--- config.mk ---
export PLATFORM = sky130hd
export DESIGN_NAME = color_class_event_qualifier_unit_flat
export DESIGN_NICKNAME = d
export VERILOG_FILES = /design/src/hw/rtl/cceq_pkg.sv /design/src/hw/rtl/cceq_ifs.sv /design/src/hw/rtl/cceq_cfg_regs.sv /design/src/hw/rtl/cceq_classify.sv /design/src/hw/rtl/cceq_qualify.sv /design/src/hw/rtl/color_class_event_qualifier_unit.sv /design/src/flat_wrapper.sv
export VERILOG_INCLUDE_DIRS = /design/src /design/src/hw/rtl
export SDC_FILE = /design/constraint.sdc
export NUM_CORES = 1
export LEC_CHECK = 0
export ABC_CLOCK_PERIOD_IN_PS = 10300
export BUFFER_PORTS_ARGS = -buffer_cell sky130_fd_sc_hd__buf_2
export CORE_MARGIN = 3
export CORE_UTILIZATION = 35
export CTS_BUF_LIST = sky130_fd_sc_hd__clkbuf_8 sky130_fd_sc_hd__clkbuf_16
export CTS_CLUSTER_SIZE = 10
export DETAILED_ROUTE_END_ITERATION = 10
export PLACE_DENSITY_LB_ADDON = 0.1
export SYNTH_ARGS = -nofsm -noshare
export SYNTH_HDL_FRONTEND = slang
export SYNTH_HIERARCHICAL = 1
export SYNTH_SLANG_ARGS = --single-unit
--- constraint.sdc ---
create_clock -name clk_i -period 10.3 [get_ports clk_i]
set_input_delay 1.03 -clock clk_i [delete_from_list [all_inputs] [get_ports clk_i]]
set_output_delay 1.03 -clock clk_i [all_outputs]
set_load 0.01 [all_outputs]
--- src/hw/rtl/assert_macros.svh ---
// Assertion macros for the RTL of the event qualifier.
// No dependencies; included by files that carry concurrent assertions.
`ifndef ASSERT_MACROS_SVH
`define ASSERT_MACROS_SVH

// Clocked assertion with asynchronous active-low reset disable.
`define CCEQ_ASSERT(lbl, clk, rst_n, prop, msg) \
  lbl: assert property (@(posedge clk) disable iff (!rst_n) (prop)) else $error(msg);

// Condition in one cycle implies a consequence in the next.
`define CCEQ_ASSERT_NEXT(lbl, clk, rst_n, pre, post, msg) \
  `CCEQ_ASSERT(lbl, clk, rst_n, (pre) |=> (post), msg)

`endif

--- src/hw/rtl/cceq_pkg.sv ---
// Package of the color class event qualifier: widths, reset values,
// register indexes, class and event codes, configuration and result types.
package cceq_pkg;

  localparam int unsigned TimeWidth     = 32;
  localparam int unsigned LimitWidth    = 24;
  localparam int unsigned PlayWidth     = 48;
  localparam int unsigned IntervalWidth = 16;
  localparam int unsigned CfgIdxWidth   = 3;
  localparam int unsigned CfgDataWidth  = 48;
  localparam int unsigned CmpWidth      = (TimeWidth > LimitWidth) ? TimeWidth : LimitWidth;

  localparam logic [LimitWidth-1:0]    RedLimitsRst      = 24'd13127760;
  localparam logic [LimitWidth-1:0]    BlueLimitsRst     = 24'd5263560;
  localparam logic [LimitWidth-1:0]    YellowLimitsRst   = 24'd13158480;
  localparam logic [PlayWidth-1:0]     PlayTableRst      = 48'd0;
  localparam logic [LimitWidth-1:0]    ChangeDelayRst    = 24'd100;
  localparam logic [LimitWidth-1:0]    NoneTimeoutRst    = 24'd6000;
  localparam logic [IntervalWidth-1:0] ReportIntervalRst = 16'd10;

  localparam logic [7:0] StopPatternId = 8'd4;

  typedef enum logic [CfgIdxWidth-1:0] {
    CfgRedLimits      = 3'd0,
    CfgBlueLimits     = 3'd1,
    CfgYellowLimits   = 3'd2,
    CfgPlayTable      = 3'd3,
    CfgChangeDelay    = 3'd4,
    CfgNoneTimeout    = 3'd5,
    CfgReportInterval = 3'd6
  } cfg_idx_e;

  typedef enum logic [1:0] {
    ClsRed    = 2'd0,
    ClsBlue   = 2'd1,
    ClsYellow = 2'd2,
    ClsNone   = 2'd3
  } color_class_e;

  typedef enum logic [1:0] {
    EvNone = 2'd0,
    EvPlay = 2'd1,
    EvStop = 2'd2
  } event_kind_e;

  typedef struct packed {
    logic [LimitWidth-1:0]    red_limits;
    logic [LimitWidth-1:0]    blue_limits;
    logic [LimitWidth-1:0]    yellow_limits;
    logic [PlayWidth-1:0]     play_table;
    logic [LimitWidth-1:0]    change_delay;
    logic [LimitWidth-1:0]    none_timeout;
    logic [IntervalWidth-1:0] report_interval;
  } cfg_t;

  typedef struct packed {
    logic [7:0] red;
    logic [7:0] green;
    logic [7:0] blue;
  } rgb_t;

  typedef struct packed {
    event_kind_e  kind;
    logic [1:0]   color;
    logic [7:0]   pattern_id;
    logic [7:0]   volume;
    color_class_e cls;
    logic         report_valid;
    rgb_t         report;
  } res_t;

endpackage

--- src/hw/rtl/cceq_ifs.sv ---
// Valid/ready stream interfaces for sensor samples and qualifier results.
// No dependencies.
interface cceq_sample_if;
  logic       valid;
  logic       ready;
  logic [7:0] red;
  logic [7:0] green;
  logic [7:0] blue;

  modport source (output valid, output red, output green, output blue, input ready);
  modport sink   (input valid, input red, input green, input blue, output ready);
endinterface

interface cceq_result_if;
  logic       valid;
  logic       ready;
  logic [1:0] event_kind;
  logic [1:0] event_color;
  logic [7:0] pattern_id;
  logic [7:0] volume;
  logic [1:0] class_now;
  logic       report_valid;
  logic [7:0] report_red;
  logic [7:0] report_green;
  logic [7:0] report_blue;

  modport source (output valid, output event_kind, output event_color, output pattern_id,
                  output volume, output class_now, output report_valid, output report_red,
                  output report_green, output report_blue, input ready);
  modport sink   (input valid, input event_kind, input event_color, input pattern_id,
                  input volume, input class_now, input report_valid, input report_red,
                  input report_green, input report_blue, output ready);
endinterface

--- src/hw/rtl/cceq_cfg_regs.sv ---
// Configuration register file of the event qualifier.
// Depends on cceq_pkg.
module cceq_cfg_regs (
  input  logic                                 clk_i,
  input  logic                                 rst_ni,
  input  logic                                 cfg_we_i,
  input  logic [cceq_pkg::CfgIdxWidth-1:0]     cfg_idx_i,
  input  logic [cceq_pkg::CfgDataWidth-1:0]    cfg_wdata_i,
  output cceq_pkg::cfg_t                       cfg_o
);

  cceq_pkg::cfg_t cfg_q;

  always_ff @(posedge clk_i or negedge rst_ni) begin
    if (!rst_ni) begin
      cfg_q.red_limits      <= cceq_pkg::RedLimitsRst;
      cfg_q.blue_limits     <= cceq_pkg::BlueLimitsRst;
      cfg_q.yellow_limits   <= cceq_pkg::YellowLimitsRst;
      cfg_q.play_table      <= cceq_pkg::PlayTableRst;
      cfg_q.change_delay    <= cceq_pkg::ChangeDelayRst;
      cfg_q.none_timeout    <= cceq_pkg::NoneTimeoutRst;
      cfg_q.report_interval <= cceq_pkg::ReportIntervalRst;
    end else if (cfg_we_i) begin
      unique case (cceq_pkg::cfg_idx_e'(cfg_idx_i))
        cceq_pkg::CfgRedLimits: begin
          cfg_q.red_limits <= cfg_wdata_i[cceq_pkg::LimitWidth-1:0];
        end
        cceq_pkg::CfgBlueLimits: begin
          cfg_q.blue_limits <= cfg_wdata_i[cceq_pkg::LimitWidth-1:0];
        end
        cceq_pkg::CfgYellowLimits: begin
          cfg_q.yellow_limits <= cfg_wdata_i[cceq_pkg::LimitWidth-1:0];
        end
        cceq_pkg::CfgPlayTable: begin
          cfg_q.play_table <= cfg_wdata_i[cceq_pkg::PlayWidth-1:0];
        end
        cceq_pkg::CfgChangeDelay: begin
          cfg_q.change_delay <= cfg_wdata_i[cceq_pkg::LimitWidth-1:0];
        end
        cceq_pkg::CfgNoneTimeout: begin
          cfg_q.none_timeout <= cfg_wdata_i[cceq_pkg::LimitWidth-1:0];
        end
        cceq_pkg::CfgReportInterval: begin
          cfg_q.report_interval <= cfg_wdata_i[cceq_pkg::IntervalWidth-1:0];
        end
        default: begin
        end
      endcase
    end
  end

  assign cfg_o = cfg_q;

endmodule

--- src/hw/rtl/cceq_classify.sv ---
// Color classifier: inclusive threshold boxes tested red, blue, yellow.
// Depends on cceq_pkg.
module cceq_classify (
  input  cceq_pkg::rgb_t         rgb_i,
  input  cceq_pkg::cfg_t         cfg_i,
  output cceq_pkg::color_class_e cls_o
);

  logic is_red, is_blue, is_yellow;

  assign is_red    = (rgb_i.red   >= cfg_i.red_limits[23:16]) &&
                     (rgb_i.green <= cfg_i.red_limits[15:8]) &&
                     (rgb_i.blue  <= cfg_i.red_limits[7:0]);
  assign is_blue   = (rgb_i.red   <= cfg_i.blue_limits[23:16]) &&
                     (rgb_i.green <= cfg_i.blue_limits[15:8]) &&
                     (rgb_i.blue  >= cfg_i.blue_limits[7:0]);
  assign is_yellow = (rgb_i.red   >= cfg_i.yellow_limits[23:16]) &&
                     (rgb_i.green >= cfg_i.yellow_limits[15:8]) &&
                     (rgb_i.blue  <= cfg_i.yellow_limits[7:0]);

  always_comb begin
    priority if (is_red) begin
      cls_o = cceq_pkg::ClsRed;
    end else if (is_blue) begin
      cls_o = cceq_pkg::ClsBlue;
    end else if (is_yellow) begin
      cls_o = cceq_pkg::ClsYellow;
    end else begin
      cls_o = cceq_pkg::ClsNone;
    end
  end

endmodule

--- src/hw/rtl/cceq_qualify.sv ---
// Event qualifier state: sample clock, change and none stamps, stop flag
// and report counter; forms the next result. Depends on cceq_pkg.
module cceq_qualify (
  input  logic                   clk_i,
  input  logic                   rst_ni,
  input  logic                   advance_i,
  input  cceq_pkg::color_class_e cls_i,
  input  cceq_pkg::rgb_t         rgb_i,
  input  cceq_pkg::cfg_t         cfg_i,
  output cceq_pkg::res_t         res_o
);

  localparam int unsigned TW = cceq_pkg::TimeWidth;
  localparam int unsigned CW = cceq_pkg::CmpWidth;
  localparam int unsigned LW = cceq_pkg::LimitWidth;
  localparam int unsigned IW = cceq_pkg::IntervalWidth;

  function automatic logic time_reached(logic [TW-1:0] elapsed, logic [LW-1:0] limit);
    logic [CW-1:0] a;
    logic [CW-1:0] b;
    a = CW'(elapsed);
    b = CW'(limit);
    return a >= b;
  endfunction

  cceq_pkg::color_class_e prev_cls_q, prev_cls_d;
  cceq_pkg::color_class_e last_sent_q, last_sent_d;
  logic [TW-1:0]          clock_q, clock_d;
  logic [TW-1:0]          change_stamp_q, change_stamp_d;
  logic [TW-1:0]          none_stamp_q, none_stamp_d;
  logic                   stop_sent_q, stop_sent_d;
  logic [IW-1:0]          report_cnt_q, report_cnt_d;

  logic [TW-1:0] since_change;
  logic [TW-1:0] since_none;
  logic [IW-1:0] report_inc;
  logic [15:0]   play_slot;

  assign since_change = clock_q - change_stamp_q;
  assign since_none   = clock_q - none_stamp_d;
  assign report_inc   = report_cnt_q + IW'(1);

  always_comb begin
    unique case (cls_i)
      cceq_pkg::ClsRed:    play_slot = cfg_i.play_table[15:0];
      cceq_pkg::ClsBlue:   play_slot = cfg_i.play_table[31:16];
      cceq_pkg::ClsYellow: play_slot = cfg_i.play_table[47:32];
      default:             play_slot = 16'd0;
    endcase
  end

  always_comb begin
    prev_cls_d     = cls_i;
    last_sent_d    = last_sent_q;
    clock_d        = clock_q + TW'(1);
    change_stamp_d = change_stamp_q;
    none_stamp_d   = none_stamp_q;
    stop_sent_d    = stop_sent_q;
    res_o          = '0;
    res_o.kind     = cceq_pkg::EvNone;
    res_o.cls      = cls_i;

    if (cls_i != prev_cls_q) begin
      if (cls_i != cceq_pkg::ClsNone) begin
        stop_sent_d  = 1'b0;
        none_stamp_d = '0;
        if (last_sent_q != cls_i || time_reached(since_change, cfg_i.change_delay)) begin
          res_o.kind       = cceq_pkg::EvPlay;
          res_o.color      = cls_i;
          res_o.pattern_id = play_slot[7:0];
          res_o.volume     = play_slot[15:8];
          last_sent_d      = cls_i;
          change_stamp_d   = clock_q;
        end
      end else begin
        change_stamp_d = clock_q;
        if (!stop_sent_q) begin
          none_stamp_d = clock_q;
        end
      end
    end

    if (cls_i == cceq_pkg::ClsNone && !stop_sent_d &&
        time_reached(since_none, cfg_i.none_timeout)) begin
      res_o.kind       = cceq_pkg::EvStop;
      res_o.color      = 2'd0;
      res_o.pattern_id = cceq_pkg::StopPatternId;
      res_o.volume     = 8'd0;
      stop_sent_d      = 1'b1;
    end

    if (report_inc >= cfg_i.report_interval) begin
      res_o.report_valid = 1'b1;
      res_o.report       = rgb_i;
      report_cnt_d       = '0;
    end else begin
      report_cnt_d = report_inc;
    end
  end

  always_ff @(posedge clk_i or negedge rst_ni) begin
    if (!rst_ni) begin
      prev_cls_q     <= cceq_pkg::ClsNone;
      last_sent_q    <= cceq_pkg::ClsNone;
      clock_q        <= '0;
      change_stamp_q <= '0;
      none_stamp_q   <= '0;
      stop_sent_q    <= 1'b0;
      report_cnt_q   <= '0;
    end else if (advance_i) begin
      prev_cls_q     <= prev_cls_d;
      last_sent_q    <= last_sent_d;
      clock_q        <= clock_d;
      change_stamp_q <= change_stamp_d;
      none_stamp_q   <= none_stamp_d;
      stop_sent_q    <= stop_sent_d;
      report_cnt_q   <= report_cnt_d;
    end
  end

endmodule

--- src/hw/rtl/color_class_event_qualifier_unit.sv ---
// Color class event qualifier, top level: sample input register, classifier,
// qualifier state and result register. Depends on cceq_pkg, cceq_ifs,
// cceq_cfg_regs, cceq_classify, cceq_qualify and assert_macros.svh.
//
// Usage:
//   sample_i takes one RGB sensor sample per transfer (valid/ready).
//   result_o gives exactly one result per sample, in order: event kind,
//   event color, pattern id, volume, the sample's class and an optional
//   raw RGB report.
//   cfg_we_i/cfg_idx_i/cfg_wdata_i write one register per cycle; write only
//   while no sample is in flight.
// Path: a transferred sample is held in the input register; its result is
//   registered in the result register once that is free and is offered from
//   then on until the receiver takes it.
// Throughput: one sample per cycle while results are taken; the classify and
//   qualify logic between the input and result registers is a single pass.
// Reset: configuration returns to its defaults, sample clock, stamps, stop
//   flag and report counter clear, both registers empty.
// Stall: a result held by the receiver keeps the input register loaded; one
//   more sample is taken into it and then sample_i.ready drops.
module color_class_event_qualifier_unit (
  input  logic                              clk_i,
  input  logic                              rst_ni,
  cceq_sample_if.sink                       sample_i,
  cceq_result_if.source                     result_o,
  input  logic                              cfg_we_i,
  input  logic [cceq_pkg::CfgIdxWidth-1:0]  cfg_idx_i,
  input  logic [cceq_pkg::CfgDataWidth-1:0] cfg_wdata_i
);

  `include "assert_macros.svh"

  cceq_pkg::cfg_t         cfg;
  cceq_pkg::color_class_e cls;
  cceq_pkg::res_t         res_d, res_q;
  cceq_pkg::rgb_t         s1_rgb_q;
  logic                   s1_valid_q;
  logic                   out_valid_q;
  logic                   out_free;
  logic                   advance;
  logic                   in_xfer;

  assign out_free       = !out_valid_q || result_o.ready;
  assign advance        = s1_valid_q && out_free;
  assign sample_i.ready = !s1_valid_q || out_free;
  assign in_xfer        = sample_i.valid && sample_i.ready;

  cceq_cfg_regs u_cfg (
    .clk_i       (clk_i),
    .rst_ni      (rst_ni),
    .cfg_we_i    (cfg_we_i),
    .cfg_idx_i   (cfg_idx_i),
    .cfg_wdata_i (cfg_wdata_i),
    .cfg_o       (cfg)
  );

  cceq_classify u_classify (
    .rgb_i (s1_rgb_q),
    .cfg_i (cfg),
    .cls_o (cls)
  );

  cceq_qualify u_qualify (
    .clk_i     (clk_i),
    .rst_ni    (rst_ni),
    .advance_i (advance),
    .cls_i     (cls),
    .rgb_i     (s1_rgb_q),
    .cfg_i     (cfg),
    .res_o     (res_d)
  );

  always_ff @(posedge clk_i or negedge rst_ni) begin
    if (!rst_ni) begin
      s1_valid_q  <= 1'b0;
      out_valid_q <= 1'b0;
    end else begin
      if (in_xfer) begin
        s1_valid_q <= 1'b1;
      end else if (advance) begin
        s1_valid_q <= 1'b0;
      end
      if (advance) begin
        out_valid_q <= 1'b1;
      end else if (result_o.ready) begin
        out_valid_q <= 1'b0;
      end
    end
  end

  always_ff @(posedge clk_i) begin
    if (in_xfer) begin
      s1_rgb_q.red   <= sample_i.red;
      s1_rgb_q.green <= sample_i.green;
      s1_rgb_q.blue  <= sample_i.blue;
    end
    if (advance) begin
      res_q <= res_d;
    end
  end

  assign result_o.valid        = out_valid_q;
  assign result_o.event_kind   = res_q.kind;
  assign result_o.event_color  = res_q.color;
  assign result_o.pattern_id   = res_q.pattern_id;
  assign result_o.volume       = res_q.volume;
  assign result_o.class_now    = res_q.cls;
  assign result_o.report_valid = res_q.report_valid;
  assign result_o.report_red   = res_q.report.red;
  assign result_o.report_green = res_q.report.green;
  assign result_o.report_blue  = res_q.report.blue;

  `CCEQ_ASSERT(a_stop_payload, clk_i, rst_ni,
    out_valid_q && res_q.kind == cceq_pkg::EvStop |->
      res_q.pattern_id == cceq_pkg::StopPatternId && res_q.volume == 8'd0 &&
      res_q.color == 2'd0,
    "stop event carries wrong payload")
  `CCEQ_ASSERT(a_play_color, clk_i, rst_ni,
    out_valid_q && res_q.kind == cceq_pkg::EvPlay |->
      res_q.color == res_q.cls && res_q.cls != cceq_pkg::ClsNone,
    "play event color differs from sample class")
  `CCEQ_ASSERT(a_report_zero, clk_i, rst_ni,
    out_valid_q && !res_q.report_valid |-> res_q.report == '0,
    "report fields nonzero without report")
  `CCEQ_ASSERT_NEXT(a_stall_hold, clk_i, rst_ni,
    s1_valid_q && !advance, s1_valid_q && $stable(s1_rgb_q),
    "input register lost sample during stall")

endmodule
--- src/flat_wrapper.sv ---
// flat-port wrapper written by rule: the top's interface ports become plain ports
module color_class_event_qualifier_unit_flat 
  (clk_i, rst_ni, cfg_we_i, cfg_idx_i, cfg_wdata_i, sample_i_valid, sample_i_red, sample_i_green, sample_i_blue, sample_i_ready, result_o_valid, result_o_event_kind, result_o_event_color, result_o_pattern_id, result_o_volume, result_o_class_now, result_o_report_valid, result_o_report_red, result_o_report_green, result_o_report_blue, result_o_ready);
  cceq_sample_if sample_i_i ();
  cceq_result_if result_o_i ();
  input  logic clk_i;
  input  logic rst_ni;
  input  logic cfg_we_i;
  input  logic [cceq_pkg::CfgIdxWidth-1:0] cfg_idx_i;
  input  logic [cceq_pkg::CfgDataWidth-1:0] cfg_wdata_i;
  input wire logic [$bits(sample_i_i.valid)-1:0] sample_i_valid;
  input wire logic [$bits(sample_i_i.red)-1:0] sample_i_red;
  input wire logic [$bits(sample_i_i.green)-1:0] sample_i_green;
  input wire logic [$bits(sample_i_i.blue)-1:0] sample_i_blue;
  output wire logic [$bits(sample_i_i.ready)-1:0] sample_i_ready;
  output wire logic [$bits(result_o_i.valid)-1:0] result_o_valid;
  output wire logic [$bits(result_o_i.event_kind)-1:0] result_o_event_kind;
  output wire logic [$bits(result_o_i.event_color)-1:0] result_o_event_color;
  output wire logic [$bits(result_o_i.pattern_id)-1:0] result_o_pattern_id;
  output wire logic [$bits(result_o_i.volume)-1:0] result_o_volume;
  output wire logic [$bits(result_o_i.class_now)-1:0] result_o_class_now;
  output wire logic [$bits(result_o_i.report_valid)-1:0] result_o_report_valid;
  output wire logic [$bits(result_o_i.report_red)-1:0] result_o_report_red;
  output wire logic [$bits(result_o_i.report_green)-1:0] result_o_report_green;
  output wire logic [$bits(result_o_i.report_blue)-1:0] result_o_report_blue;
  input wire logic [$bits(result_o_i.ready)-1:0] result_o_ready;
  assign sample_i_i.valid = sample_i_valid;
  assign sample_i_i.red = sample_i_red;
  assign sample_i_i.green = sample_i_green;
  assign sample_i_i.blue = sample_i_blue;
  assign sample_i_ready = sample_i_i.ready;
  assign result_o_valid = result_o_i.valid;
  assign result_o_event_kind = result_o_i.event_kind;
  assign result_o_event_color = result_o_i.event_color;
  assign result_o_pattern_id = result_o_i.pattern_id;
  assign result_o_volume = result_o_i.volume;
  assign result_o_class_now = result_o_i.class_now;
  assign result_o_report_valid = result_o_i.report_valid;
  assign result_o_report_red = result_o_i.report_red;
  assign result_o_report_green = result_o_i.report_green;
  assign result_o_report_blue = result_o_i.report_blue;
  assign result_o_i.ready = result_o_ready;
  color_class_event_qualifier_unit u_core (.clk_i(clk_i), .rst_ni(rst_ni), .sample_i(sample_i_i), .result_o(result_o_i), .cfg_we_i(cfg_we_i), .cfg_idx_i(cfg_idx_i), .cfg_wdata_i(cfg_wdata_i));
endmodule
# Word-level counts from Yosys, hierarchy flattened
# Cells that the tools add are included.
# W data, S select, Z words.
[word_totals]
reg_bits = 374
word_cells = 114
out_inout_bits = 49
input_bits = 80
[classes]
bitwise = 3
order_cmp = 12
mux = 21
reduce_logical = 31
add_sub_neg = 4
eq_ne = 13
[op_table]
columns = ["op", "n"]
rows = [
  ["$mux W32", 5],
  ["$ge A32 B24 Y1", 2],
  ["$sub A32 B32 Y32", 2],
  ["$pmux W16 S3", 1],
  ["$le A8 B8 Y1", 5],
  ["$add A32 B1 Y32 const B", 1],
  ["$ge A8 B8 Y1", 4],
  ["$mux W25", 1],
  ["$mux W11", 2],
  ["$mux W19", 1],
  ["$add A16 B1 Y16 const B", 1],
  ["$ge A16 B16 Y1", 1],
  ["$mux W16", 1],
  ["$reduce_and A2 Y1", 7],
  ["$logic_and A1 B1 Y1", 10],
  ["$eq A3 B3 Y1 const B", 3],
  ["$mux W1", 8],
  ["$eq A3 B2 Y1 const B", 2],
  ["$eq A2 B2 Y1 const B", 2],
  ["$mux W2", 2],
  ["$ne A2 B2 Y1", 2],
  ["$reduce_and A4 Y1", 1],
  ["$reduce_bool A2 Y1", 2],
  ["$reduce_or A4 Y1", 1],
  ["other kinds (11)", 17],
]

# Logic depth before layout (Yosys ltp)
# Gate-level depths: netlist of the first run.
[logic_depth]
ltp_word = 13
mapped_depth = 36
ltp_nobuf = 34

# Hierarchy
# The synthesis of the first run kept the hierarchy.
[modules_own_cells]
columns = ["mod", "n_inst", "cells_each", "area_per_inst_um2", "seq_area_each_um2"]
rows = [
  ["cceq_qualify", 1, 1361, 11429.7, 2932.8],
  ["cceq_cfg_regs", 1, 395, 6947.9, 4647.0],
  ["color_class_event_qualifier_unit", 1, 79, 2235.9, 2182.1],
  ["cceq_classify", 1, 237, 1767.9, 0.0],
]

# Worst setup path after synthesis of the first run
# OpenSTA, ideal clock, no wires.
[synth_path]
path_kind = "register -> register"
start = "register u_core/s1_rgb_q[16] in the netlist's numbering"
end = "register u_core.res_q (netlist bit u_core/result_o.pattern_id[2]), data pin"
t_required_ns = 10.030
t_arrival_ns = 7.074
n_path_buf = 2
stages_incl_launch_ff = 35
synth_period_minus_slack_ns = 7.344
setup_ns = 0.270
path_slack_ns = 2.956
cell_sequence = "edfxtp_1 -> inv_1 -> ha_1 -> nand2b_1 -> a21o_1 -> a2111oi_4 -> o21a_2 -> nor4_2 -> nor2b_1 -> clkbuf_1 -> xor2_1 -> nor2_1 -> nor2_1 -> clkbuf_1 -> mux2_2 -> nand2_1 -> ha_1 -> and2_1 -> a2111o_1 -> o21ai_1 -> o221ai_1 -> a221oi_1 -> o31a_1 -> xnor2_1 -> ha_1 -> a21oi_1 -> nor2b_1 -> o21ai_0 -> o2111ai_1 -> nor4_1 -> o2111ai_1 -> nor3b_1 -> nand3b_1 -> nor4_1 -> o2bb2ai_1"
[synth_via]
elab_cells_between_ends = 33
classes_between = "add/sub (1); order compare (4); eq/ne (6); mux (11); reduce/logical (11)"
[synth_rtl]
columns = ["element", "line_no", "source"]
rows = [
  ["from (decl)", "color_class_event_qualifier_unit.sv:36", "cceq_pkg::rgb_t s1_rgb_q;"],
  ["$le A8 B8 Y1", "cceq_classify.sv:14", "assign is_blue = (rgb_i.red <= cfg_i.blue_limits[23:16]) &&"],
  ["$logic_and A1 B1 Y1", "cceq_classify.sv:14", ""],
  ["$logic_and A1 B1 Y1", "cceq_classify.sv:15", "(rgb_i.green <= cfg_i.blue_limits[15:8]) &&"],
  ["$mux W2", "cceq_classify.sv:24", "end else if (is_blue) begin"],
  ["$mux W2 (*)", "cceq_classify.sv:22", "priority if (is_red) begin"],
  ["via u_core.cls[1]", "color_class_event_qualifier_unit.sv:34", "cceq_pkg::color_class_e cls;"],
  ["$ne A2 B2 Y1", "cceq_qualify.sv:64", "if (cls_i != cceq_pkg::ClsNone) begin"],
  ["$mux W32 or $mux W1 (tied branches)", "cceq_qualify.sv:64", ""],
  ["$mux W32 or $mux W1 (tied branches)", "cceq_qualify.sv:63", "if (cls_i != prev_cls_q) begin"],
  ["$sub A32 B32 Y32 or $logic_not A1 Y1 (tied branches)", "cceq_qualify.sv:40, cceq_qualify.sv:83", ""],
  ["$ge A32 B24 Y1 or $logic_and A1 B1 Y1 (tied branches)", "cceq_qualify.sv:23, cceq_qualify.sv:83", ""],
  ["$logic_and A1 B1 Y1", "cceq_qualify.sv:83", "if (cls_i == cceq_pkg::ClsNone && !stop_sent_d &&"],
  ["to (signal assigned)", "color_class_event_qualifier_unit.sv:98", "res_q <= res_d;"],
  ["to (decl)", "color_class_event_qualifier_unit.sv:35", "cceq_pkg::res_t res_d, res_q;"],
]
# Mark *: on every way through the listed nets, which the timed path passes. The rest lies on a longest branch.
# A chain may end at the register's enable or synchronous reset.

# Final worst setup path of the first run
[layout_path]
start = "register u_core/s1_rgb_q[17] in the netlist's numbering"
end = "register u_core.res_q (netlist bit u_core/result_o.pattern_id[2]), data pin"
[layout_via]
elab_chain_len = 12
elab_cells_between_ends = 33
classes_between = "add/sub (1); order compare (4); eq/ne (6); mux (11); reduce/logical (11)"
[layout_rtl]
columns = ["element", "line_no", "source"]
rows = [
  ["$ge A8 B8 Y1", "cceq_classify.sv:17", "assign is_yellow = (rgb_i.red >= cfg_i.yellow_limits[23:16]) &&"],
  ["$logic_and A1 B1 Y1", "cceq_classify.sv:17", ""],
  ["$logic_and A1 B1 Y1", "cceq_classify.sv:18", "(rgb_i.green >= cfg_i.yellow_limits[15:8]) &&"],
  ["$mux W1", "cceq_classify.sv:26", "end else if (is_yellow) begin"],
  ["$mux W2", "cceq_classify.sv:24", ""],
  ["$mux W2 (*)", "cceq_classify.sv:22", ""],
  ["via u_core.cls[0]", "color_class_event_qualifier_unit.sv:34", ""],
  ["$ne A2 B2 Y1", "cceq_qualify.sv:64", ""],
  ["$mux W32 or $mux W1 (tied branches)", "cceq_qualify.sv:64", ""],
  ["$mux W32 or $mux W1 (tied branches)", "cceq_qualify.sv:63", ""],
  ["$sub A32 B32 Y32 or $logic_not A1 Y1 (tied branches)", "cceq_qualify.sv:40, cceq_qualify.sv:83", ""],
  ["$ge A32 B24 Y1 or $logic_and A1 B1 Y1 (tied branches)", "cceq_qualify.sv:23, cceq_qualify.sv:83", ""],
  ["$logic_and A1 B1 Y1", "cceq_qualify.sv:83", ""],
]
# Marks and branches as above.

==> results.md, run 1 <==
- Die ar.: 0.0670 mm^2
- Final Hold Viols: 0
- Reg2reg start: u_core/s1_rgb_q[17]$_DFFE_PP_
- Initial antenna violation count: 8
- Later-pin clock latency in the skew report: 0.59 ns
- Port Buffers: 128
- FFs w/ async S/R, synth: 81.0%
- Worst-case reg-to-reg path depth: 31
- FILL cells: 6,075
- IR drop worst, VDD: 0.123 mV
- Highest clock rate: 0.121 GHz
- Max-Cap Viols: 0
- Number of routed nets with antenna violations: 0
- H-tree lvl count: 2
- Mean Syn Cell Area: 10.8 um^2
- Nets: 2,466
- Chip height: 259 um
- Worst Setup End Kind: register
- TNS Setup: 0 ns
- Starting density of the core: 35.4%
- Syn Inst Count: 2,072
- Sequential fraction of the synthesis area: 43.6%
- Row cnt: 92
- Placer congestion estimate: 0.865
- Flops & latches, synth: 374
- Number of library cell types mapped by synthesis: 88
- Most common cell after layout, fill and taps aside: dfrtp_1
- Gr ovfl total: 0
- Max FO, Critical Path: 43
- Startpoint Class: register
- Max Root-Sink Buffers: 3
- CP Buf/Inv Count: 3
- Dominant synthesized flop cell: dfrtp_1
- R2R Setup Slk: 2.05 ns
- P_sw: 2470 uW
- CTS hold repair buffers: 0
- Vias per cell: 5.11
- Switching share of power: 37.8%
- Via count: 15.7k
- Post-route cell area: 0.0254 mm^2
- DRC viols: 0
- Total GRT Usage: 18.2%
- P&R area growth vs syn: 13.6%
- First-pass GRT wire length: 95,500 um
- Number of global-route vias before repair: 16.4k
- Worst path required time: 10.62 ns
- CTS Root Cell: clkbuf_16
- Worst Path Arrival: 8.57 ns
- Worst rel slew slack: 31.4%
- Worst-margin pin slew: 1.03 ns
- Fin. max-slew vios: 0
- Clk pwr share: 24.8%
- Tcrit/Tclk final: 80.1%
- Largest net degree at the start of global routing: 151
- Final WL: 60,000 um
- Most frequent cells in the layout: dfrtp_1 (265), mux2_2 (214), inv_1 (209), ha_1 (201), nand2_1 (140)
- Worst-path clk slew: 0.06 ns
- CTS resizes: 0
- Critical path origin: u_core/s1_rgb_q[17]$_DFFE_PP_
- Max stage delay on crit path: 0.58 ns
- Initial DRC count: 981
- Placeable Area: 0.0632 mm^2
- Cell area after synthesis: 0.0224 mm^2
- Hold Path Class: input port to async pin
- Syn_nets: 2,355
- # IOs: 129
- Reg2reg end: u_core/result_o.pattern_id[2]$_DFFE_PP_
- Clock period minus worst slack: 8.25 ns
- Comb pwr share: 45.1%
- Sequential fraction of design power: 30.1%
- Post-synth EDFFs: 71
- Critical path class: register to register
- # setup viols final: 0
- RSZ-0062 raised after global routing: no
- PD cells: 257 mW/mm^2
- Slowest CP cell: a2111oi_0
- Horiz. Die Dim: 259 um
- Layout cells sized above 1: 23.4%
- Ys Warns: 6
- Status: complete, no violations
- Total CTS buffers: 47
- Post-CTS setup buffers: 0
- CTS tree: built
- Clk_skew: 0.0277 ns
- Int Pwr: 4070 uW
- Area after DPL: 0.0239 mm^2
- Final HPWL DP: 43,100 um
- Leakage: 0.0120 uW
- CP delay by family, top: compound AO/OA/AOI/OAI gates
- Routed wire per std cell: 19.5 um
- Sink Count: 374
- First-pass DRT Iterations: 6
[worst max-delay path by stage]
stage                                                    endpoint  slack, ns  depth (start not counted)
after floorplan           u_core/result_o.pattern_id[2]$_DFFE_PP_       2.96                         34
after global placement    u_core/result_o.pattern_id[2]$_DFFE_PP_       2.12                         31
after detailed placement  u_core/result_o.pattern_id[2]$_DFFE_PP_       1.97                         31
after CTS                 u_core/result_o.pattern_id[2]$_DFFE_PP_       1.93                         31
after global routing      u_core/result_o.pattern_id[2]$_DFFE_PP_       1.21                         31
final                     u_core/result_o.pattern_id[2]$_DFFE_PP_       2.05                         31
[metal layers]
layer / wire length, um / vias up / track usage (%)
met3: 2420 / 74 / 3.05
met2: 27000 / 277 / 29.0
li1: - / 7626 / -
met5: 70 / - / 0
met1: 29400 / 7704 / 26.0
met4: 1000 / 10 / 3.77
[kinds of logic (layout without fill, tap and decap cells)]
family                   count (synthesis)  count (layout)  synth area share [%]
adder cells (fa/ha/maj)                203             203                  11.4
flip-flops                             374             374                  43.6
multiplexers                           273             273                  14.1
XOR/XNOR                               104             104                  4.07
AO/OA/AOI/OAI                          405             405                  11.6
AND/OR/NAND/NOR                        443             443                  10.2
buffers and inverters                  270             419                  5.00
other                                    0               3                     0
[state kept, by name, indices dropped and copies added, names as in the netlist]
name                             cells
u_core/u_cfg/cfg_o                 184
u_core/u_qualify/change_stamp_q     32
u_core/u_qualify/clock_q            32
u_core/u_qualify/none_stamp_q       32
u_core/s1_rgb_q                     24
u_core/u_qualify/report_cnt_q       16
u_core/result_o.pattern_id           8
u_core/result_o.report_blue          8
u_core/result_o.report_green         8
u_core/result_o.report_red           8
u_core/result_o.volume               8
u_core/result_o.class_now            2
u_core/result_o.event_color          2
u_core/result_o.event_kind           2
u_core/u_qualify/last_sent_q         2
u_core/u_qualify/prev_cls_q          2
u_core/result_o.report_valid         1
u_core/result_o.valid                1
u_core/s1_valid_q                    1
u_core/u_qualify/stop_sent_q         1
[cell usage after synthesis (47+ instances only)]
cell type	n	area share, %
dfrtp_1	265	30
nand4_1	47	1.3
a21oi_1	132	3.0
clkbuf_1	51	0.86
o21ai_0	90	2.0
inv_1	184	3.1
a21o_1	47	1.6
xnor2_1	63	2.5
edfxtp_1	71	9.5
nor2_1	72	1.2
ha_1	201	11
mux2_2	214	11
nand2_1	140	2.3
[worst register-to-register path: cells and delay by family (launching register included)]
family / cells / cell delay [ns]
AOI/OAI and AO/OA: 17 / 4.19
and+or+nand+nor: 7 / 1.42
buffers and inverters: 3 / 0.89
adders and majority gates: 3 / 0.88
DFF: 1 / 0.44
xor gates and xnor gates: 1 / 0.15
[power by group through the flow]
stage | registers (uW) | logic (uW) | clock network (uW)
after floorplan | 1930 | 2200 | 0
after global placement | 1990 | 2890 | 0
after detailed placement | 1990 | 2940 | 0
after CTS | 1970 | 2970 | 1680
after global routing | 2010 | 3340 | 1750
final | 1970 | 2950 | 1620
[final cells by class]
class	instances	area (um^2)	area share, %
diodes	3	7.51	0.0295
clock buffers	54	1280	5.05
clock inverters	33	249	0.979
inverters	186	698	2.75
multi-input cells	1428	11600	45.5
flip-flops and latches	374	9760	38.4
well taps	846	1060	4.16
repair buffers	146	798	3.14
[metrics by stage]
stage	std cells	setup slack (ns)	utilization, %	total power, uW	hold slack, ns
2_1_floorplan	2072	2.96	-	4140	0.446
3_3_place_gp	2980	2.12	37.8	4880	0.458
3_5_place_dp	2980	1.97	37.8	4940	0.469
4_1_cts	3067	1.93	40.2	6630	0.482
5_1_grt	3068	1.21	40.2	7090	0.508
6_report	3070	2.05	40.2	6550	0.462
No activity file was read; power rests on OpenSTA's default activity.
==> inputs of run 2 (changes only) <==
--- a/config.mk
+++ b/config.mk
@@ -6,7 +6,8 @@
 export SDC_FILE = /design/constraint.sdc
 export NUM_CORES = 1
 export LEC_CHECK = 0
-export ABC_CLOCK_PERIOD_IN_PS = 10300
+export ABC_AREA = 1
+export ABC_CLOCK_PERIOD_IN_PS = 7100
 export BUFFER_PORTS_ARGS = -buffer_cell sky130_fd_sc_hd__buf_2
 export CORE_MARGIN = 3
 export CORE_UTILIZATION = 35
==> constraint.sdc (replaced) <==
create_clock -name clk_i -period 7.1 [get_ports clk_i]
set_input_delay 0.71 -clock clk_i [delete_from_list [all_inputs] [get_ports clk_i]]
set_output_delay 0.71 -clock clk_i [all_outputs]
set_load 0.01 [all_outputs]
==> run 2 against run 1 <==
Against the previous run: final area increased by 4.0%; sequential share of layout area decreased by 1.5 points; largest cell class unchanged; critical path type unchanged; count of clock-buffer cells in the layout unchanged; maximum frequency increased by 28%; register-to-register slack got worse by 1.4 ns; clock power increased by 43%; flip-flop and latch count unchanged; via count increased by 28%; non-clock buffer count increased by 2; routed wire length increased by 20%; critical path depth increased by 5; synthesized cell count increased by 49%.
==> results.md, run 2 <==
- Status: complete, no violations
- FFs w/ async S/R, synth: 81.0% (unchanged)
- TNS Setup: 0 ns (unchanged)
- Place WS: 0.249 ns (-1.72 ns)
- Mean Syn Cell Area: 7.56 um^2 (-30%)
- Leakage: 0.0141 uW (+18%)
- Syn Inst Count: 3,093 (+49%)
- Multi-input gate area in the final layout: 0.0115 mm^2 (-0.31%)
- Vias per cell: 4.89 (-4.4%)
- Sequential fraction of the synthesis area: 41.7% (-1.9 points)
- Most common cell after layout, fill and taps aside: nand2_1
- Syn_nets: 3,376 (+43%)
- # setup viols final: 0 (unchanged)
- CP dominant cell by count: nand2_1
- Dominant synthesized flop cell: dfrtp_1
- Sequential cell area: 0.00976 mm^2 (unchanged)
- Dominant cells by area after synthesis: dfrtp_1 (28%), nand2_1 (17%), ha_1 (11%), edfxtp_1 (9.1%), inv_1 (7.3%)
- Top-count cell post-synth: nand2_1
- Largest net degree at the start of global routing: 166 (+9.9%)
- PD cells: 437 mW/mm^2 (+70%)
- Via count: 20.1k (+28%)
- Slowest CP cell: edfxtp_1
- Clk pwr share: 19.9% (-4.9 points)
- Clk_skew: 0.0284 ns (+0.000752 ns)
- H-tree lvl count: 2 (unchanged)
- CTS Root Cell: clkbuf_16
- Final WS setup: 0.649 ns (-1.40 ns)
- Clock period minus worst slack: 6.45 ns (-1.80 ns)
- Number of flip-flops in the largest register: 184 (unchanged)
- P&R area growth vs syn: 13.1%
- IR drop worst, VDD: 0.224 mV (+82%)
- Final HPWL DP: 52,800 um (+23%)
- Starting density of the core: 35.4% (about the same)
- Port Buffers: 128 (unchanged)
- Highest clock rate: 0.155 GHz (+28%)
- Ys Warns: 6 (unchanged)
- Number of global-route vias before repair: 20.0k (+23%)
- Startpoint Class: register
- Area share of the largest cell type after synthesis: 28.4% (-1.3 points)
- First-pass GRT wire length: 114,000 um (+19%)
- Layout cells sized above 1: 9.24% (-14 points)
- Most area-hungry cell type in the Yosys netlist: dfrtp_1
- FILL cells: 6,801 (+12%)
- Critical path class: register to register
- Routed wire per std cell: 17.5 um (-10%)
- Max Root-Sink Buffers: 3 (unchanged)
- Nets: 3,490 (+42%)
- Max stage delay on crit path: 0.51 ns (-0.07 ns)
- P_sw: 5340 uW (+120%)
- Number of routed nets with antenna violations: 0 (unchanged)
- Final Hold Viols: 0 (unchanged)
- Cell area after synthesis: 0.0234 mm^2 (+4.5%)
- Max-Cap Viols: 0 (unchanged)
- First-pass DRT Iterations: 5 (-1)
- DRC viols: 0 (unchanged)
- Comb pwr share: 54.6% (+9.5 points)
- Worst rel slew slack: 17.5% (-14 points)
- Most frequent cells in the layout: nand2_1 (1,076), inv_1 (478), dfrtp_1 (265), nand3_1 (209), ha_1 (201)
- Sequential fraction of design power: 25.5% (-4.6 points)
- Hold Path Class: input port to async pin
- Total GRT Usage: 20.6% (+2.4 points)
- Post-CTS setup buffers: 0 (unchanged)
- Flops & latches, synth: 374 (unchanged)
- RSZ-0062 raised after global routing: no
- CTS hold repair buffers: 0 (unchanged)
- Switching share of power: 46.2% (+8.4 points)
- Die ar.: 0.0699 mm^2 (+4.4%)
- Placeable Area: 0.0660 mm^2 (+4.4%)
- Worst path required time: 7.44 ns (-3.18 ns)
- Later-pin clock latency in the skew report: 0.60 ns (about the same)
- Sink Count: 374 (unchanged)
- Initial antenna violation count: 7 (-1)
- Worst Path Arrival: 6.79 ns (-1.78 ns)
- CTS tree: built
- Total CTS buffers: 48 (+2.1%)
- Chip height: 264 um (+2.2%)
- Final WL: 72,100 um (+20%)
- Placer congestion estimate: 0.905 (+4.7%)
- Int Pwr: 6220 uW (+53%)
- Tcrit/Tclk final: 90.9% (+11 points)
- Number of library cell types mapped by synthesis: 50 (-43%)
- Worst-margin pin slew: 1.23 ns (+0.207 ns)
- Max FO, Critical Path: 16 (-63%)
- # IOs: 129 (unchanged)
- Most frequent cells after synthesis: nand2_1 (1,076), inv_1 (454), dfrtp_1 (265)
- Horiz. Die Dim: 264 um (+2.2%)
- Worst-path clk slew: 0.06 ns (about the same)
- Initial DRC count: 1,354 (+38%)
- Worst Setup End Kind: register
- Row cnt: 94 (+2.2%)
- Post-synth EDFFs: 71 (unchanged)
- Gr ovfl total: 0 (unchanged)
- Fin. max-slew vios: 0 (unchanged)
-- run 2: cell count changes after synthesis, moves of 24 or more --
cell,before,now
a21o_1,47,6
and2_1,29,2
inv_1,184,454
mux2_2,214,0
mux2_4,29,0
mux2i_1,24,0
nand2_1,140,1076
nand3_1,31,209
nor2_1,72,181
xnor2_1,63,23
xor2_1,41,66
-- run 2: what timing repair did --
item / 4_1_cts / 5_1_grt
endpoints found under the hold margin: 0 / 0
resized for setup: 0 / 5
setup endpoints to repair: 0 / 3
-- run 2: power groups by stage --
stage | Combinational (uW) | Clock [uW] | Sequential [uW]
after floorplan | 4610 | 0 | 2900
after global placement | 6180 | 0 | 2970
after detailed placement | 6270 | 0 | 2970
after CTS | 6310 | 2380 | 2940
after global routing | 7280 | 2460 | 3000
final | 6310 | 2310 | 2940
-- run 2: final cells by class --
type	instances	share of cell area (%)
clock inverter	35	0.809
clock buffer	54	4.85
timing repair buffer	148	3.07
tap	864	4.09
multi-input combinational	2169	43.6
inverter	465	6.61
timing repair inverter	1	0.0284
sequential	374	36.9
antenna	1	0.00946
-- run 2: cells by family after synthesis --
kind of cell	count (synthesis)	synth area share (%)
and+or+nand+nor	1568	27.5
AOI/OAI and AO/OA	309	7.35
xor gates and xnor gates	89	3.33
adders and majority gates	203	10.9
DFF	374	41.7
buffers and inverters	550	9.17
-- run 2: critical path, delay by kind of cell, from the launching register on --
kind,cells,cell delay [ns]
AOI/OAI and AO/OA,5,1.11
DFF,1,0.51
adders and majority gates,4,1.03
and+or+nand+nor,20,2.42
xor gates and xnor gates,2,0.37
buffers and inverters,5,0.75
-- run 2: routing by layer --
layer	share of wire (%)	vias up	GRT usage, %
li1	-	10039	-
met1	48	9462	29.5
met2	44	483	32.3
met3	5.1	100	3.10
met4	2.8	2	5.95
met5	0.018	-	0
-- run 2: stage by stage --
step | total power, uW | utilization, % | hold WS, ns | instance area [um^2] | std cells
after global placement | 9150 | 37.8 | 0.452 | 24900 | 4020
after CTS | 11600 | 40.1 | 0.0471 | 26400 | 4109
final | 11600 | 40.1 | 0.0413 | 26500 | 4111
after floorplan | 7510 | - | 0.414 | 23400 | 3093
after global routing | 12700 | 40.1 | 0.0640 | 26400 | 4110
after detailed placement | 9240 | 37.8 | 0.453 | 24900 | 4020
-- run 2: final timing paths --
kind	from	end	slack (ns)	cells past startpoint
worst max-delay path	u_core/s1_rgb_q[3]$_DFFE_PP_	u_core/result_o.pattern_id[2]$_DFFE_PP_	0.65	36
worst min-delay path	rst_ni	u_core/u_cfg/cfg_o[59]$_DFFE_PN0P_	0.04	1
worst max register to register	u_core/s1_rgb_q[3]$_DFFE_PP_	u_core/result_o.pattern_id[2]$_DFFE_PP_	0.65	36
worst min register to register	u_core/u_cfg/cfg_o[143]$_DFFE_PN1P_	u_core/u_cfg/cfg_o[143]$_DFFE_PN1P_	0.46	2
max in group asynchronous	rst_ni	u_core/u_cfg/cfg_o[90]$_DFFE_PN0P_	5.59	2
min in group clk_i	sample_i_blue[5]	u_core/s1_rgb_q[5]$_DFFE_PP_	0.28	1
==> inputs of run 3 (changes only) <==
--- a/config.mk
+++ b/config.mk
@@ -9,11 +9,12 @@
 export ABC_AREA = 1
 export ABC_CLOCK_PERIOD_IN_PS = 7100
 export BUFFER_PORTS_ARGS = -buffer_cell sky130_fd_sc_hd__buf_2
-export CORE_MARGIN = 3
+export CORE_MARGIN = 2
 export CORE_UTILIZATION = 35
 export CTS_BUF_LIST = sky130_fd_sc_hd__clkbuf_8 sky130_fd_sc_hd__clkbuf_16
 export CTS_CLUSTER_SIZE = 10
 export DETAILED_ROUTE_END_ITERATION = 10
+export MAX_ROUTING_LAYER = met4
 export PLACE_DENSITY_LB_ADDON = 0.1
 export SYNTH_ARGS = -nofsm -noshare
 export SYNTH_HDL_FRONTEND = slang
==> run 3 against run 2 <==
Against the previous run: flip-flop and latch count unchanged; final area fell by 0.17%; clock power fell by 3%; count of clock-buffer cells in the layout down 1; register-to-register slack improved by 0.11 ns; critical path type unchanged; largest power group unchanged.
==> results.md, run 3 (same netlist as run 2, synthesis figures left out) <==
- Multi-input gate area in the final layout: 0.0115 mm^2 (about the same)
- Final HPWL DP: 52,400 um (-0.69%)
- Most frequent cells in the layout: nand2_1 (1,076), inv_1 (477), dfrtp_1 (265), nand3_1 (209), ha_1 (201)
- Worst-case reg-to-reg path depth: 35 (-2.8%)
- Starting density of the core: 35.4% (unchanged)
- Initial antenna violation count: 3 (-4)
- Worst Path Arrival: 6.68 ns (-0.11 ns)
- Number of global-route vias before repair: 20.1k (+0.49%)
- Max-Cap Viols: 0 (unchanged)
- Initial DRC count: 1,316 (-2.8%)
- # setup viols final: 0 (unchanged)
- First-pass DRT Iterations: 6 (+1)
- Sequential fraction of design power: 25.6% (about the same)
- Clk_skew: 0.0254 ns (-0.00300 ns)
- Port Buffers: 128 (unchanged)
- Hold Path Class: input port to async pin
- Nets: 3,488 (-0.057%)
- Status: complete, no violations
- Final Hold Viols: 0 (unchanged)
- Clk pwr share: 19.5% (-0.4 points)
- CP dominant cell by count: nand2_1
- Worst Setup End Kind: register
- Most common cell after layout, fill and taps aside: nand2_1
- Routing usage on met3: 3.10% (about the same)
- Worst path required time: 7.44 ns (about the same)
- Reg2reg start: u_core/s1_rgb_q[5]$_DFFE_PP_
- PD cells: 434 mW/mm^2 (-0.61%)
- Worst-path clk slew: 0.06 ns (about the same)
- Routed wire per std cell: 17.3 um (-1.3%)
- Sink Count: 374 (unchanged)
- Sequential cell area: 0.00976 mm^2 (unchanged)
- First-pass GRT wire length: 113,000 um (-0.41%)
- Vias per cell: 4.84 (-0.96%)
- IR drop worst, VDD: 0.197 mV (-12%)
- Switching share of power: 46.2% (+0.058 points)
- Largest net degree at the start of global routing: 151 (-9.0%)
- Number of flip-flops in the largest register: 184 (unchanged)
- Fin. max-slew vios: 0 (unchanged)
- Highest clock rate: 0.158 GHz (+1.7%)
- Layout cells sized above 1: 9.22% (-0.025 points)
- Max FO, Critical Path: 15 (-1)
- # IOs: 129 (unchanged)
- CTS tree: built
- Slowest CP cell: edfxtp_1
- Gr ovfl total: 0 (unchanged)
- Max stage delay on crit path: 0.47 ns (-0.04 ns)
- RSZ-0062 raised after global routing: no
- Later-pin clock latency in the skew report: 0.60 ns (about the same)
- FILL cells: 6,885 (+1.2%)
- Placeable Area: 0.0660 mm^2 (unchanged)
- H-tree lvl count: 2 (unchanged)
- Clock period minus worst slack: 6.34 ns (-0.107 ns)
- CTS Root Cell: clkbuf_16
- Via count: 19.9k (-1.0%)
- Worst rel slew slack: 17.0% (-0.54 points)
- Layout Utilization: 40.0% (-0.066 points)
- Critical path class: register to register
- Final WL: 71,100 um (-1.3%)
- Total GRT Usage: 21.4% (+0.79 points)
- Grt met2 use: 32.8% (+0.44 points)
- Met1 Use GR: 29.0% (-0.49 points)
- Row cnt: 94 (unchanged)
- P_sw: 5300 uW (-0.65%)
- Total CTS buffers: 47 (-2.1%)
- P&R area growth vs syn: 12.9%
- DRC viols: 0 (unchanged)
- Startpoint Class: register
- Die ar.: 0.0689 mm^2 (-1.5%)
- Number of routed nets with antenna violations: 0 (unchanged)
- Placer congestion estimate: 0.907 (+0.19%)
- Comb pwr share: 54.9% (+0.3 points)
- Leakage: 0.0141 uW (-0.20%)
- TNS Setup: 0 ns (unchanged)
- Critical path origin: u_core/s1_rgb_q[5]$_DFFE_PP_
- Tcrit/Tclk final: 89.4% (-1.5 points)
- Global routing's busiest layer: met2
- Int Pwr: 6170 uW (-0.88%)
- Worst-margin pin slew: 1.25 ns (+0.0110 ns)
- Chip height: 262 um (-0.76%)
- Horiz. Die Dim: 262 um (-0.76%)
- Max Root-Sink Buffers: 3 (unchanged)
run 3: path summary, 6_finish.rpt:
path                       slack (ns)                                         endpoint
setup / recovery                 0.76          u_core/result_o.pattern_id[2]$_DFFE_PP_
hold / removal                   0.09              u_core/u_cfg/cfg_o[128]$_DFFE_PN0P_
setup reg to reg                 0.76          u_core/result_o.pattern_id[2]$_DFFE_PP_
hold reg to reg                  0.46              u_core/u_cfg/cfg_o[182]$_DFFE_PN1P_
max in group asynchronous        5.63  u_core/u_qualify/change_stamp_q[28]$_DFFE_PN0P_
min in group clk_i               0.29                    u_core/s1_rgb_q[14]$_DFFE_PP_
run 3: through the flow:
stage          setup slack (ns)  instance area (um^2)  instances  hold slack (ns)  power (uW)
3_5_place_dp              0.289                 24900       4017            0.453        9210
4_1_cts                   0.257                 26400       4105            0.141       11500
5_1_grt                  0.0931                 26400       4108            0.162       12700
3_3_place_gp              0.397                 24900       4017            0.451        9110
6_report                  0.756                 26400       4109           0.0877       11500
2_1_floorplan              2.11                 23400       3093            0.414        7510
run 3: cell type report:
type	count	area share, %
inverters	465	6.62
diodes	1	0.00948
multi-input cells	2169	43.7
clock inverters	35	0.715
repair buffers	147	3.05
repair inverters	1	0.0284
well taps	864	4.09
clock buffers	53	4.81
flip-flops and latches	374	37.0
run 3: worst max-delay path: cells and delay by family (launching register included):
kind	cells	cell delay (ns)
xor gates and xnor gates	2	0.42
buffers and inverters	4	0.93
DFF	1	0.47
and+or+nand+nor	21	2.53
AOI/OAI and AO/OA	5	0.73
adders and majority gates	3	1.00
run 3: power groups by stage:
stage	Combinational [uW]	Clock, uW	Sequential, uW
after floorplan	4610	0	2900
after global placement	6150	0	2960
after detailed placement	6250	0	2970
after CTS	6280	2310	2940
after global routing	7280	2400	2990
final	6300	2230	2940
run 3: what timing repair did:
| action | 4_1_cts | 5_1_grt |
|---|---|---|
| buffers inserted | 0 | 2 |
| gates resized for setup | 0 | 6 |
| endpoints found under the hold margin | 0 | 0 |
| setup endpoints to repair | 0 | 3 |
| hold buffers | 0 | 0 |
run 3: per-layer routing:
| layer | up-vias | part of all wire (%) |
|---|---|---|
| li1 | 10042 | - |
| met1 | 9341 | 48 |
| met2 | 391 | 44 |
| met3 | 110 | 4.6 |
| met4 | 0 | 3.2 |
| met5 | - | 0 |
